**src/rtl/assert_macros.svh**
```systemverilog
// Assertion macros used by the RTL top level.
`ifndef ASSERT_MACROS_SVH
`define ASSERT_MACROS_SVH

// Property check on the rising clock, off while reset is high.
`define ASSERT_PROP(lbl, clk, rst, prop, msg) \
   lbl: assert property (@(posedge clk) disable iff (rst) prop) else $error(msg);

// Condition that must hold at every clock outside reset.
`define ASSERT_ALWAYS(lbl, clk, rst, cond, msg) \
   `ASSERT_PROP(lbl, clk, rst, (cond), msg)

`endif

```
**src/rtl/fir_lp_pkg.sv**
```systemverilog
// Constants, types and coefficient table of the 42-tap low-pass FIR.
package fir_lp_pkg;

   localparam int TAPS           = 42;
   localparam int SAMPLE_BITS    = 16;
   localparam int COEF_BITS      = 16;
   localparam int COEF_FRAC_BITS = 15;
   localparam int ROM_LEN        = 42;

   localparam int TAP_BITS  = (TAPS > 1) ? $clog2(TAPS) : 1;
   localparam int FILL_BITS = $clog2(TAPS + 1);
   localparam int PROD_BITS = SAMPLE_BITS + COEF_BITS;
   localparam int ACC_BITS  = PROD_BITS + TAP_BITS;

   localparam logic signed [COEF_BITS-1:0] COEF_TABLE [ROM_LEN] = '{
      -16'sd223, -16'sd144, -16'sd174, -16'sd190, -16'sd190, -16'sd164,
      -16'sd105, -16'sd10,   16'sd121,  16'sd298,  16'sd511,  16'sd757,
       16'sd1032, 16'sd1324, 16'sd1622, 16'sd1914, 16'sd2182, 16'sd2415,
       16'sd2605, 16'sd2733, 16'sd2802, 16'sd2802, 16'sd2733, 16'sd2605,
       16'sd2415, 16'sd2182, 16'sd1914, 16'sd1622, 16'sd1324, 16'sd1032,
       16'sd757,  16'sd511,  16'sd298,  16'sd121, -16'sd10,  -16'sd105,
      -16'sd164, -16'sd190, -16'sd190, -16'sd174, -16'sd144, -16'sd223
   };

   typedef struct packed {
      logic                valid;
      logic                first;
      logic                last;
      logic [TAP_BITS-1:0] tap;
   } mac_issue_type;

   function automatic logic signed [COEF_BITS-1:0] coef_at(input logic [TAP_BITS-1:0] idx);
      logic signed [COEF_BITS-1:0] c;
      c = '0;
      if (int'(idx) < ROM_LEN) begin
         c = COEF_TABLE[idx];
      end
      return c;
   endfunction

endpackage

```
**src/rtl/fir_lp_delay_ram.sv**
```systemverilog
// Circular delay-line memory, one write and one registered read port.
module fir_lp_delay_ram
   import fir_lp_pkg::*;
(
   input  logic                          clock,
   input  logic                          wr_en,
   input  logic [TAP_BITS-1:0]           wr_addr,
   input  logic signed [SAMPLE_BITS-1:0] wr_data,
   input  logic                          rd_en,
   input  logic [TAP_BITS-1:0]           rd_addr,
   output logic signed [SAMPLE_BITS-1:0] rd_data
);

   logic signed [SAMPLE_BITS-1:0] mem [TAPS];
   logic signed [SAMPLE_BITS-1:0] rd_data_ff;

   always_ff @(posedge clock) begin
      if (wr_en) begin
         mem[wr_addr] <= wr_data;
      end
   end

   always_ff @(posedge clock) begin
      if (rd_en) begin
         rd_data_ff <= mem[rd_addr];
      end
   end

   assign rd_data = rd_data_ff;

endmodule

```
**src/rtl/fir_lp_mac.sv**
```systemverilog
// Pipelined multiply-accumulate with truncation and saturation.
module fir_lp_mac
   import fir_lp_pkg::*;
(
   input  logic                          clock,
   input  logic                          reset,
   input  mac_issue_type                 issue,
   input  logic signed [SAMPLE_BITS-1:0] rd_data,
   output logic                          done,
   output logic signed [SAMPLE_BITS-1:0] result
);

   localparam logic signed [ACC_BITS-1:0] ROUND_BIAS =
      ACC_BITS'((64'd1 << COEF_FRAC_BITS) - 64'd1);
   localparam logic signed [ACC_BITS-1:0] SAT_HI =
      ACC_BITS'((64'd1 << (SAMPLE_BITS - 1)) - 64'd1);
   localparam logic signed [ACC_BITS-1:0] SAT_LO = -SAT_HI - ACC_BITS'(1);

   logic                          v1_ff, first1_ff, last1_ff;
   logic signed [COEF_BITS-1:0]   coef1_ff;
   logic                          v2_ff, first2_ff, last2_ff;
   logic signed [PROD_BITS-1:0]   prod_ff;
   logic signed [ACC_BITS-1:0]    acc_ff;
   logic                          fin_ff;
   logic                          done_ff;
   logic signed [SAMPLE_BITS-1:0] result_ff;

   logic signed [ACC_BITS-1:0]    biased;
   logic signed [ACC_BITS-1:0]    quot;
   logic signed [SAMPLE_BITS-1:0] result_in;

   always_ff @(posedge clock) begin
      if (reset) begin
         v1_ff   <= 1'b0;
         v2_ff   <= 1'b0;
         fin_ff  <= 1'b0;
         done_ff <= 1'b0;
      end else begin
         v1_ff   <= issue.valid;
         v2_ff   <= v1_ff;
         fin_ff  <= v2_ff && last2_ff;
         done_ff <= fin_ff;
      end
   end

   always_ff @(posedge clock) begin
      first1_ff <= issue.first;
      last1_ff  <= issue.last;
      coef1_ff  <= coef_at(issue.tap);
      first2_ff <= first1_ff;
      last2_ff  <= last1_ff;
      prod_ff   <= rd_data * coef1_ff;
      if (v2_ff) begin
         acc_ff <= first2_ff ? ACC_BITS'(prod_ff) : acc_ff + ACC_BITS'(prod_ff);
      end
      if (fin_ff) begin
         result_ff <= result_in;
      end
   end

   // truncate toward zero, then clamp
   always_comb begin
      biased = acc_ff + (acc_ff[ACC_BITS-1] ? ROUND_BIAS : '0);
      quot   = biased >>> COEF_FRAC_BITS;
      if (quot > SAT_HI) begin
         result_in = SAT_HI[SAMPLE_BITS-1:0];
      end else if (quot < SAT_LO) begin
         result_in = SAT_LO[SAMPLE_BITS-1:0];
      end else begin
         result_in = quot[SAMPLE_BITS-1:0];
      end
   end

   assign done   = done_ff;
   assign result = result_ff;

endmodule

```
**src/rtl/fir_lowpass_42tap_top.sv**
```systemverilog
// Top level of the 42-tap low-pass FIR: request control, fill tracking, output register.
// A filtered request writes its sample into the delay RAM at the accepting edge, then
// reads the 42 taps of that single-read-port RAM in turn into one shared multiplier and
// accumulator, passes through the multiply, accumulate, clamp and hand-off pipeline, and
// is then loaded into the output register. The request port stays stalled until that
// load, so a new request is not accepted before the last filtered one is through. A
// stalled output holds the finished value and keeps the request port stalled. Restart
// requests clear the fill count and give no response; requests during the fill (the
// discarded first sample and the 41 that follow) return the last filtered value. The
// delay RAM needs no clearing after reset since the fill and the first filtered request
// rewrite every tap before the first filtered result.
`include "assert_macros.svh"

module fir_lowpass_42tap_top
   import fir_lp_pkg::*;
(
   input  logic                          clock,
   input  logic                          reset,
   input  logic                          req_valid,
   output logic                          req_stall,
   input  logic                          req_kind,
   input  logic signed [SAMPLE_BITS-1:0] req_sample,
   output logic                          rsp_valid,
   input  logic                          rsp_stall,
   output logic signed [SAMPLE_BITS-1:0] rsp_filtered
);

   typedef enum logic [3:0] {
      ST_IDLE  = 4'b0001,
      ST_MAC   = 4'b0010,
      ST_DRAIN = 4'b0100,
      ST_DONE  = 4'b1000
   } state_type;

   state_type                     state_ff, state_in;
   logic [FILL_BITS-1:0]          fill_ff, fill_in;
   logic [TAP_BITS-1:0]           wp_ff, wp_in;
   logic [TAP_BITS-1:0]           rd_ptr_ff, rd_ptr_in;
   logic [TAP_BITS-1:0]           tap_ff, tap_in;
   logic signed [SAMPLE_BITS-1:0] held_ff, held_in;
   logic signed [SAMPLE_BITS-1:0] res_ff, res_in;
   logic                          rsp_valid_ff, rsp_valid_in;
   logic signed [SAMPLE_BITS-1:0] rsp_filtered_ff, rsp_filtered_in;

   logic                          accept;
   logic                          slot_free;
   logic                          wr_en;
   logic                          line_full;
   logic                          filter_start;
   mac_issue_type                 issue;
   logic signed [SAMPLE_BITS-1:0] rd_data;
   logic                          mac_done;
   logic signed [SAMPLE_BITS-1:0] mac_result;

   assign req_stall    = (state_ff != ST_IDLE);
   assign accept       = req_valid && !req_stall;
   assign slot_free    = !rsp_valid_ff || !rsp_stall;
   assign line_full    = (fill_ff == FILL_BITS'(TAPS));
   assign wr_en        = accept && !req_kind && (fill_ff != '0);
   assign filter_start = accept && !req_kind && line_full;

   always_comb begin
      state_in        = state_ff;
      fill_in         = fill_ff;
      wp_in           = wp_ff;
      rd_ptr_in       = rd_ptr_ff;
      tap_in          = tap_ff;
      held_in         = held_ff;
      res_in          = res_ff;
      rsp_valid_in    = rsp_valid_ff && rsp_stall;
      rsp_filtered_in = rsp_filtered_ff;
      issue.valid     = 1'b0;
      issue.first     = (tap_ff == '0);
      issue.last      = (tap_ff == TAP_BITS'(TAPS - 1));
      issue.tap       = tap_ff;
      unique case (state_ff)
         ST_IDLE: begin
            if (accept) begin
               if (req_kind) begin
                  fill_in = '0;
               end else if (line_full) begin
                  wp_in     = (wp_ff == TAP_BITS'(TAPS - 1)) ? '0 : wp_ff + TAP_BITS'(1);
                  rd_ptr_in = wp_ff;
                  tap_in    = '0;
                  state_in  = ST_MAC;
               end else begin
                  if (fill_ff != '0) begin
                     wp_in = (wp_ff == TAP_BITS'(TAPS - 1)) ? '0 : wp_ff + TAP_BITS'(1);
                  end
                  fill_in = fill_ff + FILL_BITS'(1);
                  if (slot_free) begin
                     rsp_valid_in    = 1'b1;
                     rsp_filtered_in = held_ff;
                  end else begin
                     res_in   = held_ff;
                     state_in = ST_DONE;
                  end
               end
            end
         end
         ST_MAC: begin
            issue.valid = 1'b1;
            rd_ptr_in   = (rd_ptr_ff == '0) ? TAP_BITS'(TAPS - 1) : rd_ptr_ff - TAP_BITS'(1);
            tap_in      = tap_ff + TAP_BITS'(1);
            if (issue.last) begin
               state_in = ST_DRAIN;
            end
         end
         ST_DRAIN: begin
            if (mac_done) begin
               held_in  = mac_result;
               res_in   = mac_result;
               state_in = ST_DONE;
            end
         end
         ST_DONE: begin
            if (slot_free) begin
               rsp_valid_in    = 1'b1;
               rsp_filtered_in = res_ff;
               state_in        = ST_IDLE;
            end
         end
         default: state_in = ST_IDLE;
      endcase
   end

   always_ff @(posedge clock) begin
      if (reset) begin
         state_ff     <= ST_IDLE;
         fill_ff      <= '0;
         wp_ff        <= '0;
         held_ff      <= '0;
         rsp_valid_ff <= 1'b0;
      end else begin
         state_ff     <= state_in;
         fill_ff      <= fill_in;
         wp_ff        <= wp_in;
         held_ff      <= held_in;
         rsp_valid_ff <= rsp_valid_in;
      end
   end

   always_ff @(posedge clock) begin
      rd_ptr_ff       <= rd_ptr_in;
      tap_ff          <= tap_in;
      res_ff          <= res_in;
      rsp_filtered_ff <= rsp_filtered_in;
   end

   fir_lp_delay_ram u_ram (
      .clock   (clock),
      .wr_en   (wr_en),
      .wr_addr (wp_ff),
      .wr_data (req_sample),
      .rd_en   (issue.valid),
      .rd_addr (rd_ptr_ff),
      .rd_data (rd_data)
   );

   fir_lp_mac u_mac (
      .clock   (clock),
      .reset   (reset),
      .issue   (issue),
      .rd_data (rd_data),
      .done    (mac_done),
      .result  (mac_result)
   );

   assign rsp_valid    = rsp_valid_ff;
   assign rsp_filtered = rsp_filtered_ff;

   `ASSERT_ALWAYS(a_done_in_drain, clock, reset, !mac_done || state_ff == ST_DRAIN, "mac done outside drain")
   `ASSERT_ALWAYS(a_fill_bound, clock, reset, fill_ff <= FILL_BITS'(TAPS), "fill count past tap count")
   `ASSERT_ALWAYS(a_wp_bound, clock, reset, wp_ff < TAP_BITS'(TAPS), "write pointer out of range")
   `ASSERT_PROP(a_mac_start, clock, reset, filter_start |=> state_ff == ST_MAC, "mac did not start")

endmodule
```
**config.mk**
```make
export PLATFORM = sky130hd
export DESIGN_NAME = fir_lowpass_42tap_top
export DESIGN_NICKNAME = d
export VERILOG_FILES = /design/src/rtl/fir_lp_pkg.sv /design/src/rtl/fir_lp_delay_ram.sv /design/src/rtl/fir_lp_mac.sv /design/src/rtl/fir_lowpass_42tap_top.sv
export VERILOG_INCLUDE_DIRS = /design/src /design/src/rtl
export SDC_FILE = /design/constraint.sdc
export NUM_CORES = 2
export LEC_CHECK = 0
export ABC_CLOCK_PERIOD_IN_PS = 11700
export BUFFER_PORTS_ARGS = -buffer_cell sky130_fd_sc_hd__buf_2
export CORE_MARGIN = 2
export CORE_UTILIZATION = 65
export CTS_CLUSTER_SIZE = 16
export DETAILED_ROUTE_END_ITERATION = 10
export PLACE_DENSITY = 0.82
export SETUP_SLACK_MARGIN = 0.15
export SYNTH_ARGS = -nofsm -noshare
export SYNTH_HDL_FRONTEND = slang
export SYNTH_SLANG_ARGS = --single-unit
```
**constraint.sdc**
```tcl
create_clock -name clock -period 11.7 [get_ports clock]
set_clock_uncertainty 0.1 [all_clocks]
set_input_delay 0.585 -clock clock [delete_from_list [all_inputs] [get_ports clock]]
set_output_delay 0.585 -clock clock [all_outputs]
set_load 0.01 [all_outputs]
```
==> impl_metrics.tcl <==
set metrics [dict create \
    status "finished clean" \
    setup_viol 0 \
    synth_area_leaders "edfxtp_1 (51%), fa_1 (11%), mux4_2 (9.5%), ha_1 (4.2%), dfxtp_1 (3.8%)" \
    syn_area_per_cell_um2 14.3 \
    worstPathArrival_ns 7.25 \
    seqPwrFrac 0.547 \
    ctsResizeCount 0 \
    post-route-min-period_ns 6.83 \
    syn_inst 3199 \
    synth_ff_type "edfxtp_1" \
    cts.path.max_buffers 3 \
    p_leak_nw 18.8 \
    ys_seq_elements 872 \
    grt_use_total 0.327 \
    cts_root_buf "clkbuf_16" \
    drt_wl_total_um 117000 \
    fmax_ghz 0.146 \
    numPortBuffers 38 \
    async_reset_ff_frac 0 \
    gp_congestion 0.909 \
    htreeDepth 3 \
    die-area_mm2 0.0727 \
    worst_slew_pin_slew_ns 1.26 \
    p_comb_frac 0.011 \
    vias 27900 \
    min_period_over_period 0.584 \
    power_switching_w 0.00131 \
    final_cell_mix "edfxtp_1 (786), inv_1 (341), nand2_1 (287), fa_1 (258), mux4_2 (193)" \
    seq_area_frac_synth 0.552 \
    place_inst 4084 \
    dpl.hpwl_um 69800 \
    cts_made_buffers 86 \
    cp_max_fo 23 \
    initial_core_util 0.656 \
    core_mm2 0.0699 \
    clk_transition_reported_paths_ns 0.06 \
    detail-route-antenna-nets 0 \
    syn2layout_area_growth_pct 8.71 \
    regArea_mm2 0.0253 \
    start_kind "register" \
    power.density_mw_per_mm2 124 \
    final_util 0.713 \
    drv_cap 0 \
    syn_nets 3632 \
    multi_input_area_mm2 0.0187 \
    cp.required_ns 12.12 \
    ir_drop_v 0.000182 \
    rsz0062_at_grt "no" \
    hold_viol_final 0 \
    synth_cell_types 80 \
    final_cells 4243 \
    drt_iter0_drc 3442 \
    worst-setup-path-type "register to register" \
    avgViaCountPerCell 6.58 \
    drc_errors 0 \
    grt_max_degree 164 \
    synth.top_cell.area_share 0.514 \
    endpoint_kind "register" \
    clock-sinks 872 \
    nNetsFinal 3665 \
    cts_setup_buffers 0 \
    grt_pass1_vias 29200 \
    synth-edff-count 786 \
    pwr-share-clk 0.441 \
    grt_overflow_total 0 \
    drv_slew 0 \
    core.rowCount 97 \
    dieHeight_um 270 \
    setup_tns_ns 0 \
    mostFrequentLayoutCell "edfxtp_1" \
    p_sw_frac 0.212 \
    grt_pass1_wl_um 178000 \
    cts_hold_buf 0 \
    yosys.area.top_type "edfxtp_1" \
    yosysWarningCount 0 \
    dr.pass1.iters 6 \
    wl_per_cell_um 27.6 \
    n_fill_cell 4242 \
    clk_latency_ns 0.68 \
    power.internal_w 0.00489 \
    maxSlewHeadroom 0.159 \
    io-pin-count 39 \
    grt_antenna_before_repair 5 \
    cts_tree "done" \
    netlist_area_mm2 0.0459 \
    min_path_type "primary input to register" \
    drive_above_1_share 0.143 \
    die_width_um 270 \
]
-- synthesized netlist by cell type, types with 11 or more instances --
master,n
a211oi_1,12
a21o_1,26
a21oi_1,99
a31oi_1,16
and2_1,101
and3_1,15
buf_1,12
buf_2,24
clkbuf_1,105
dfxtp_1,86
edfxtp_1,786
fa_1,258
ha_1,154
inv_1,341
mux2_2,34
mux2i_1,34
mux4_2,193
nand2_1,287
nand2b_1,13
nand3_1,32
nand4_1,20
nor2_1,142
nor2b_1,13
nor3_1,18
o211ai_1,20
o21ai_0,76
o21ai_1,43
o21bai_1,11
o31ai_1,12
xnor2_1,51
xor2_1,41
-- worst paths after layout --
path	from	to	slack [ns]	depth (start not counted)
worst max-delay path	u_mac.coef1_ff[14]$_SDFF_PP0_	u_mac.prod_ff[31]$_DFF_P_	4.87	20
worst min-delay path	rsp_stall	rsp_valid$_SDFF_PP0_	0.16	3
worst max register to register	u_mac.coef1_ff[14]$_SDFF_PP0_	u_mac.prod_ff[31]$_DFF_P_	4.87	20
worst min register to register	u_mac.first1_ff$_DFF_P_	u_mac.first2_ff$_DFF_P_	0.22	0
-- logic make-up (layout without fill, tap and decap cells) --
| group | after synthesis | count (layout) | synth area share |
|---|---|---|---|
| adder cells (fa/ha/maj) | 412 | 412 | 0.155 |
| AND/OR/NAND/NOR | 689 | 689 | 0.0708 |
| flip-flops | 872 | 872 | 0.552 |
| AO/OA/AOI/OAI | 388 | 388 | 0.0541 |
| other | 0 | 2 | 0 |
| buffers and inverters | 485 | 587 | 0.0405 |
| XOR/XNOR | 92 | 92 | 0.0176 |
| multiplexers | 261 | 261 | 0.111 |
-- final cells by class --
cell class	instances	share of cell area
Sequential cell	872	0.508
Multi-Input combinational cell	1842	0.376
Clock buffer	111	0.0458
Inverter	342	0.0257
Tap cell	940	0.0236
Timing Repair Buffer	88	0.0118
Clock inverter	46	0.00941
Antenna cell	2	0.000100
-- power groups by stage --
stage / sequential (W) / clock, W / combinational (W)
after floorplan: 0.00346 / 0 / 0.0000142
after global placement: 0.00346 / 0 / 0.0000589
after detailed placement: 0.00346 / 0 / 0.0000662
after CTS: 0.00339 / 0.00276 / 0.0000694
after global routing: 0.00339 / 0.00286 / 0.0000738
final: 0.00339 / 0.00274 / 0.0000703
-- state kept, by name (all words and copies together) (netlist names), 13 cells and up --
name / cells
u_ram.mem: 672
u_mac.acc_ff: 38
u_mac.prod_ff: 32
held_ff: 16
res_ff: 16
rsp_filtered: 16
u_mac.result: 16
u_ram.rd_data: 16
u_mac.coef1_ff: 13
-- through the flow --
step	setup WS [ns]	total power [W]	cell area, µm²	hold slack, ns
6_report	4.87	0.00620	49900	0.156
5_1_grt	4.57	0.00633	49900	0.157
4_1_cts	4.98	0.00622	49900	0.133
3_5_place_dp	4.99	0.00353	47100	0.217
3_3_place_gp	5.11	0.00352	47100	0.212
2_1_floorplan	5.53	0.00348	45900	0.210
-- layer usage --
metal  GRT usage  up-vias  routed length (µm)
met4       0.165        4                6720
met3      0.0590      457               10400
met5           0        -                  29
met2       0.555     1836               58900
met1       0.407    14000               41000
li1            -    11600                   -
-- critical path, cell delays in order (launching register included) --
cell and delay (ns):
dfxtp_1 0.86, inv_1 0.46, nor2_1 0.26, fa_1 0.45, fa_1 0.52, fa_1 0.45
fa_1 0.50, fa_1 0.51, inv_1 0.05, fa_1 0.48, inv_1 0.04, ha_1 0.39
and3_1 0.24, a211o_1 0.13, nand2_1 0.06, a31oi_1 0.28, o211ai_1 0.21, a21oi_1 0.22
o21ai_1 0.10, a211o_1 0.28, xnor2_1 0.13
Note: power is estimated with default switching activity, not from simulation.
